--- src/nec_ir_frame_decoder_core_defines.svh ---
// Assertion helpers for the NEC IR frame decoder.
`ifndef NEC_IR_FRAME_DECODER_CORE_DEFINES_SVH
`define NEC_IR_FRAME_DECODER_CORE_DEFINES_SVH

// Same-cycle implication, checked outside reset.
`define NEC_IR_ASSERT_NOW(label, ante, cons, msg) \
    label: assert property (@(posedge i_clk) disable iff (!i_rst_n) (ante) |-> (cons)) \
        else $error(msg);

// Next-cycle implication, checked outside reset.
`define NEC_IR_ASSERT_NEXT(label, ante, cons, msg) \
    label: assert property (@(posedge i_clk) disable iff (!i_rst_n) (ante) |=> (cons)) \
        else $error(msg);

`endif

--- src/nec_ir_pkg.sv ---
package nec_ir_pkg;

    localparam int PULSE_W    = 16;
    localparam int CFG_W      = 16;
    localparam int CFG_COUNT  = 6;
    localparam int CFG_IDX_W  = 3;
    localparam int FRAME_W    = 32;
    localparam int COUNT_W    = 6;
    localparam int STATUS_W   = 2;
    localparam int CMD_W      = 8;

    localparam logic [COUNT_W-1:0] FULL_COUNT = COUNT_W'(FRAME_W);

    localparam logic [CFG_IDX_W-1:0] CFG_MIN_VALID = 3'd0;
    localparam logic [CFG_IDX_W-1:0] CFG_SHORT     = 3'd1;
    localparam logic [CFG_IDX_W-1:0] CFG_LONG      = 3'd2;
    localparam logic [CFG_IDX_W-1:0] CFG_REPEAT    = 3'd3;
    localparam logic [CFG_IDX_W-1:0] CFG_HEADER    = 3'd4;
    localparam logic [CFG_IDX_W-1:0] CFG_LEAD      = 3'd5;

    localparam logic [CFG_W-1:0] RST_MIN_VALID = 16'd250;
    localparam logic [CFG_W-1:0] RST_SHORT     = 16'd1200;
    localparam logic [CFG_W-1:0] RST_LONG      = 16'd2000;
    localparam logic [CFG_W-1:0] RST_REPEAT    = 16'd3000;
    localparam logic [CFG_W-1:0] RST_HEADER    = 16'd6000;
    localparam logic [CFG_W-1:0] RST_LEAD      = 16'd12000;

    localparam logic FUNC_CAPTURE = 1'b0;
    localparam logic FUNC_READ    = 1'b1;

    localparam logic [STATUS_W-1:0] STATUS_EMPTY = 2'd0;
    localparam logic [STATUS_W-1:0] STATUS_OK    = 2'd1;
    localparam logic [STATUS_W-1:0] STATUS_FAIL  = 2'd2;

    localparam int BAND_W = 3;
    localparam logic [BAND_W-1:0] BAND_ZERO   = 3'd0;
    localparam logic [BAND_W-1:0] BAND_ONE    = 3'd1;
    localparam logic [BAND_W-1:0] BAND_REPEAT = 3'd2;
    localparam logic [BAND_W-1:0] BAND_HEADER = 3'd3;
    localparam logic [BAND_W-1:0] BAND_LEAD   = 3'd4;
    localparam logic [BAND_W-1:0] BAND_BAD    = 3'd5;

    typedef struct packed {
        logic               func;
        logic [PULSE_W-1:0] pulse_width;
    } t_in_req;

    typedef struct packed {
        logic [STATUS_W-1:0] read_status;
        logic [CMD_W-1:0]    command_code;
    } t_out_rsp;

    typedef struct packed {
        logic [CFG_W-1:0] min_valid_width;
        logic [CFG_W-1:0] short_limit;
        logic [CFG_W-1:0] long_limit;
        logic [CFG_W-1:0] repeat_limit;
        logic [CFG_W-1:0] header_limit;
        logic [CFG_W-1:0] lead_limit;
    } t_thresholds;

endpackage

--- src/nec_ir_band.sv ---
module nec_ir_band
    import nec_ir_pkg::*;
(
    input  logic [PULSE_W-1:0] i_pulse_width,
    input  t_thresholds        i_thr,
    output logic [BAND_W-1:0]  o_band
);

    always_comb begin
        if (i_pulse_width < i_thr.min_valid_width) begin
            o_band = BAND_BAD;
        end else if (i_pulse_width < i_thr.short_limit) begin
            o_band = BAND_ZERO;
        end else if (i_pulse_width < i_thr.long_limit) begin
            o_band = BAND_ONE;
        end else if (i_pulse_width < i_thr.repeat_limit) begin
            o_band = BAND_REPEAT;
        end else if (i_pulse_width < i_thr.header_limit) begin
            o_band = BAND_HEADER;
        end else if (i_pulse_width < i_thr.lead_limit) begin
            o_band = BAND_LEAD;
        end else begin
            o_band = BAND_BAD;
        end
    end

endmodule

--- src/nec_ir_frame_decoder_core.sv ---
// NEC infrared frame decoder. Each request is either a captured pulse period
// (func 0) or a read (func 1). A capture is sorted into a band by the six
// threshold registers and updates the held frame in the cycle it is accepted,
// unless 32 bits are already held; it produces no response. A read produces one
// response in the output register in the cycle after acceptance: status 0 when fewer than 32 bits are
// held, status 1 with the command byte for a frame whose address and command
// match their inverses, status 2 otherwise. One request is accepted per clock;
// the input stalls only while a response sits in the output register and is
// not being taken. Write the threshold registers only while idle.
`include "nec_ir_frame_decoder_core_defines.svh"

module nec_ir_frame_decoder_core
    import nec_ir_pkg::*;
(
    input  logic                 i_clk,
    input  logic                 i_rst_n,

    input  logic                 i_in_valid,
    output logic                 o_in_ready,
    input  t_in_req              i_in_req,

    output logic                 o_out_valid,
    input  logic                 i_out_ready,
    output t_out_rsp             o_out_rsp,

    input  logic                 i_cfg_valid,
    output logic                 o_cfg_ready,
    input  logic [CFG_IDX_W-1:0] i_cfg_index,
    input  logic [CFG_W-1:0]     i_cfg_data
);

    t_thresholds         r_thr;
    logic [FRAME_W-1:0]  r_frame;
    logic [FRAME_W-1:0]  n_frame;
    logic [COUNT_W-1:0]  r_bit_count;
    logic [COUNT_W-1:0]  n_bit_count;
    logic                r_out_valid;
    logic                n_out_valid;
    t_out_rsp            r_out_rsp;
    t_out_rsp            n_out_rsp;

    logic [BAND_W-1:0]   band;
    logic                in_acc;
    logic                frame_full;
    logic                frame_ok;

    assign o_cfg_ready = 1'b1;
    assign o_in_ready  = !r_out_valid || i_out_ready;
    assign in_acc      = i_in_valid && o_in_ready;
    assign o_out_valid = r_out_valid;
    assign o_out_rsp   = r_out_rsp;

    always_ff @(posedge i_clk) begin
        if (!i_rst_n) begin
            r_thr.min_valid_width <= RST_MIN_VALID;
            r_thr.short_limit     <= RST_SHORT;
            r_thr.long_limit      <= RST_LONG;
            r_thr.repeat_limit    <= RST_REPEAT;
            r_thr.header_limit    <= RST_HEADER;
            r_thr.lead_limit      <= RST_LEAD;
        end else if (i_cfg_valid) begin
            unique case (i_cfg_index)
                CFG_MIN_VALID: r_thr.min_valid_width <= i_cfg_data;
                CFG_SHORT:     r_thr.short_limit     <= i_cfg_data;
                CFG_LONG:      r_thr.long_limit      <= i_cfg_data;
                CFG_REPEAT:    r_thr.repeat_limit    <= i_cfg_data;
                CFG_HEADER:    r_thr.header_limit    <= i_cfg_data;
                CFG_LEAD:      r_thr.lead_limit      <= i_cfg_data;
                default: begin
                end
            endcase
        end
    end

    nec_ir_band u_band (
        .i_pulse_width (i_in_req.pulse_width),
        .i_thr         (r_thr),
        .o_band        (band)
    );

    assign frame_full = (r_bit_count == FULL_COUNT);
    assign frame_ok   = (r_frame[7:0] == ~r_frame[15:8])
                     && (r_frame[23:16] == ~r_frame[31:24]);

    always_comb begin
        n_frame     = r_frame;
        n_bit_count = r_bit_count;
        n_out_valid = r_out_valid && !i_out_ready;
        n_out_rsp   = r_out_rsp;
        if (in_acc) begin
            if (i_in_req.func == FUNC_CAPTURE) begin
                if (!frame_full) begin
                    unique case (band)
                        BAND_ZERO: begin
                            n_frame     = {1'b0, r_frame[FRAME_W-1:1]};
                            n_bit_count = r_bit_count + COUNT_W'(1);
                        end
                        BAND_ONE: begin
                            n_frame     = {1'b1, r_frame[FRAME_W-1:1]};
                            n_bit_count = r_bit_count + COUNT_W'(1);
                        end
                        BAND_HEADER: begin
                            n_frame     = '0;
                            n_bit_count = '0;
                        end
                        BAND_REPEAT: begin
                            if (r_bit_count == '0) begin
                                n_bit_count = FULL_COUNT;
                            end
                        end
                        default: begin
                            n_bit_count = '0;
                        end
                    endcase
                end
            end else begin
                n_out_valid = 1'b1;
                if (!frame_full) begin
                    n_out_rsp.read_status  = STATUS_EMPTY;
                    n_out_rsp.command_code = '0;
                end else if (!frame_ok) begin
                    n_out_rsp.read_status  = STATUS_FAIL;
                    n_out_rsp.command_code = '0;
                    n_frame                = '0;
                    n_bit_count            = '0;
                end else begin
                    n_out_rsp.read_status  = STATUS_OK;
                    n_out_rsp.command_code = r_frame[23:16];
                    n_bit_count            = '0;
                end
            end
        end
    end

    always_ff @(posedge i_clk) begin
        if (!i_rst_n) begin
            r_frame     <= '0;
            r_bit_count <= '0;
            r_out_valid <= 1'b0;
        end else begin
            r_frame     <= n_frame;
            r_bit_count <= n_bit_count;
            r_out_valid <= n_out_valid;
        end
    end

    always_ff @(posedge i_clk) begin
        r_out_rsp <= n_out_rsp;
    end

    `NEC_IR_ASSERT_NOW(a_count_range, 1'b1, r_bit_count <= FULL_COUNT, "bit count above 32")
    `NEC_IR_ASSERT_NEXT(a_read_clears, in_acc && i_in_req.func == FUNC_READ && frame_full,
        r_bit_count == '0, "full-frame read did not clear bit count")
    `NEC_IR_ASSERT_NEXT(a_full_holds, in_acc && i_in_req.func == FUNC_CAPTURE && frame_full,
        $stable(r_frame) && r_bit_count == FULL_COUNT, "capture changed a full frame")
    `NEC_IR_ASSERT_NOW(a_cmd_zero, r_out_valid && r_out_rsp.read_status != STATUS_OK,
        r_out_rsp.command_code == '0, "command nonzero without valid status")

endmodule

--- config.mk ---
export PLATFORM = sky130hd
export DESIGN_NAME = nec_ir_frame_decoder_core
export DESIGN_NICKNAME = d
export VERILOG_FILES = /design/src/nec_ir_pkg.sv /design/src/nec_ir_band.sv /design/src/nec_ir_frame_decoder_core.sv
export VERILOG_INCLUDE_DIRS = /design/src /design/src/src
export SDC_FILE = /design/constraint.sdc
export NUM_CORES = 1
export LEC_CHECK = 0
export BUFFER_PORTS_ARGS = -buffer_cell sky130_fd_sc_hd__clkbuf_2
export CORE_ASPECT_RATIO = 1.25
export CORE_UTILIZATION = 57
export CTS_BUF_LIST = sky130_fd_sc_hd__clkbuf_8
export CTS_CLUSTER_SIZE = 16
export DETAILED_ROUTE_END_ITERATION = 6
export PLACE_DENSITY = 0.79
export SYNTH_ARGS = -nofsm -noshare
export SYNTH_HDL_FRONTEND = slang
export SYNTH_HIERARCHICAL = 1
export SYNTH_SLANG_ARGS = --single-unit
export TNS_END_PERCENT = 50
--- constraint.sdc ---
create_clock -name i_clk -period 2.78 [get_ports i_clk]
set_clock_uncertainty 0.05 [all_clocks]
set_input_delay 0.139 -clock i_clk [delete_from_list [all_inputs] [get_ports i_clk]]
set_output_delay 0.139 -clock i_clk [all_outputs]
set_load 0.02 [all_outputs]
==> metrics.md <==
| Metric | Value |
|---|---|
| Status | finished, violations left |
| Violated checks | negative setup slack |
| All-Layer GR Usage | 28.38% |
| Cell depth of the worst hold path | 3 |
| # nets final | 1234 |
| Worst VDD drop | 0.5067 mV |
| Post-synth top area share | 33.89% |
| Final count of hold timing violations | 0 |
| Post-synth top cells | nand2_1 (289), dfxtp_1 (135), inv_1 (98) |
| Worst path slowest cell | a2111oi_4 |
| Num rows | 47 |
| Count of distinct cell types in the synthesized netlist | 52 |
| Post-route cell area | 9572 sq um |
| Post-synthesis sequential area ratio | 37.66% |
| Mapped Area | 7974 sq um |
| Number of synthesized flops with an enable pin | 10 |
| DRT Pass-1 Iters | 5 |
| Worst hold endpoint | o_out_valid |
| Clock buffer depth | 2 |
| Num CTS Buffers | 17 |
| Prevailing post-synth register cell | dfxtp_1 |
| Yosys top cell by area | dfxtp_1 |
| Main area contributors after synthesis | dfxtp_1 (34%), ha_1 (14%), nand2_1 (14%), a21oi_1 (6.1%), inv_1 (4.6%) |
| Maxcap violations | 0 |
| CTS Sinks | 145 |
| CORE AREA | 13470 sq um |
| Critical Path RT | 3.10 ns |
| Reg2reg end | r_frame[13] |
| Seq cells post-synth | 145 |
| Number of DRC markers in iteration 0 | 400 |
| Root Driver | clkbuf_8 |
| Vias | 7113 |
| Placed inst area | 8630 sq um |
| Worst-path maximum fanout | 8 |
| # setup viols final | 36 |
| Yosys warns | 6 |
| Internal reg-to-reg setup slack | -0.16 ns |
| Die ar. | 14470 sq um |
| Post-Route M1 WL | 8.221 mm |
| Crit-path leading delay family | simple AND/OR/NAND/NOR gates |
| Count leader, synth | nand2_1 |
| Syn_nets | 1136 |
| Top layer in use | met4 |
| Startpoint types | flop |
| Crit. End Element | flop |
| Most common cell on crit path | nand2_1 |
| CTS tree | built |
| I/O Buffers | 52 |
| CTS H-tree depth | 4 |
| Vias in the first global route | 6813 |
| Die Ht | 134.2 um |
| Max Slew Vio Count | 0 |
| Worst-path clk slew | 0.08 ns |
| Routed wl met3 | 977 um |
| I/O pins | 54 |
| R2R depth | 12 |
| Post-Syn Area per Cell | 7.950 sq um |
| Final WS setup | -0.1648 ns |
| GPL Wtd Cong | 0.8610 |
| Via density per instance | 5.540 |
| WL final | 19.86 mm |
| Detail Placement HPWL | 13.07 mm |
| Arr. time, crit path | 3.27 ns |
| Number of nets with antenna violations after routing | 0 |
| WS Path Type | reg2reg |
| Grt total ovfl | 0 |
| Diodes inserted | 0 |
| Static leakage | 4.288 nW |
| Ratio of cells with drive above 1 in the final layout | 16.89% |
| WL/cell | 15.47 um |
| CP max stage delay | 0.43 ns |
| Asr flop ratio synth | 0% |
| Cell Pwr Density | 495.9 nW/um^2 |
| Slew @ Worst Pin | 0.9087 ns |
| Fmax | 0.3396 GHz |
| Width of the die | 107.8 um |
| First-pass GRT wire length | 32.16 mm |
| Area growth from synthesis to layout | 20.04% |
| Largest net degree at the start of global routing | 74 |
| Buf+Inv Stages, Crit Path | 2 |
| RSZ-0062 raised after global routing | true |
| Final min period | 2.945 ns |
| Initial antenna violation count | 0 |
| Worst-Skew Late Latency | 0.46 ns |
| DRC Markers | 0 |
| Period Utilization, post-route | 105.9% |
| CP cell instances | inv_2 -> ha_4 -> nand4_1 -> nor3_2 -> nand2_1 -> o211ai_1 -> nand2_1 -> and3b_2 -> a2111oi_4 -> a22oi_4 -> clkbuf_16 -> mux2i_1 |
| Initial Util | 59.21% |
| Post-Place Setup Slack | -0.4975 ns |
| Overall Power | 4.747 mW |
| Routed wl met2 | 10.17 mm |
| Syn Inst Count | 1003 |
| Crit Reg-Reg Startpoint | r_thr[29] |
| Worst rel slew slack | 39.25% |
| Worst hold start | i_in_valid |
| Min-Delay Path Class | in2reg |
==> kinds of logic after synthesis <==
| kind of cell | count (synthesis) | share of synthesized area (%) |
|---|---|---|
| simple gates | 415 | 22.45 |
| compound gates | 161 | 12.16 |
| flops | 145 | 37.66 |
| buf+inv | 140 | 7.343 |
| mux | 33 | 4.143 |
| fa+ha+maj | 92 | 14.44 |
| other cells | 1 | 0.04703 |
| xor+xnor | 16 | 1.757 |
==> tightest hold or removal path, stage by stage <==
cell,delay (ns)
clkbuf_2,0.10
nand3_1,0.17
a21oi_1,0.09
==> through the flow <==
step	hold WS, ns	util [%]	TNS, ns	std cells
floorplan	0.2130	-	0	1003
global placement	0.3884	64.08	-8.800	1229
detailed placement	0.3958	64.08	-11.11	1229
CTS	0.01959	70.13	-1.731	1277
global route	0.07946	71.08	-8.445	1284
finish	0.04077	71.08	-4.265	1284
==> per-layer routing <==
metal / vias up / GRT usage (%)
met5: - / 0
met4: 0 / 12.18
met3: 37 / 4.665
met2: 220 / 49.86
met1: 3323 / 33.79
li1: 3533 / -
==> worst max-delay path by stage <==
| stage | depth (start not counted) | from | endpoint |
|---|---|---|---|
| floorplan | 13 | r_thr[66] | r_bit_count[2] |
| global placement | 15 | r_thr[66] | r_bit_count[2] |
| detailed placement | 15 | r_thr[66] | r_bit_count[4] |
| CTS | 13 | r_thr[18] | r_frame[3] |
| global route | 12 | r_thr[29] | r_frame[13] |
| finish | 12 | r_thr[29] | r_frame[13] |
==> repair_timing <==
| action | CTS | global route |
|---|---|---|
| endpoints found under the hold margin | 97 | 0 |
| hold buffers | 17 | 0 |
| gates cloned | 0 | 3 |
| setup buffers | 2 | 4 |
| setup endpoints to repair | 38 | 38 |
| pin swaps | 8 | 8 |
| resized for setup | 36 | 14 |
==> final cells by class <==
cell class / count / area (sq um)
Clock buffer: 19 / 261.5
Clock inverter: 12 / 187.7
Fill cell: 1016 / 3895
Inverter: 99 / 371.6
Multi-Input combinational cell: 718 / 4636
Sequential cell: 145 / 3017
Tap cell: 171 / 214.0
Timing Repair Buffer: 120 / 884.6
==> cell usage in the layout, fill, tap and decap left out, types with 6 or more instances in the layout <==
cell and n:
dfxtp_2 11, dlygate4sd3_1 17, inv_1 93, and2_1 11, ha_4 8, ha_1 84, edfxtp_1 10, o21ai_0 18
nand4_1 12, nand2_1 288, a21o_1 6, clkbuf_8 19, nor2_1 19, dfxtp_1 124, buf_4 44, mux2i_1 33
xnor2_1 16, nand3_1 48, clkbuf_2 52, inv_2 7, nand2b_1 6, a21oi_1 95
==> sequential cells by signal (all words and copies together) (netlist names) <==
signal / flops
o_out_valid: 1
r_thr: 96
r_frame: 32
r_bit_count: 6
o_out_rsp: 10
==> power breakdown <==
part / leakage (nW) / internal (mW) / switching [mW]
Combinational: 2.87 / 0.291 / 0.396
Sequential: 1.19 / 2.14 / 0.0228
Clock: 0.233 / 1.10 / 0.791
No activity file was read; power rests on OpenSTA's default activity.
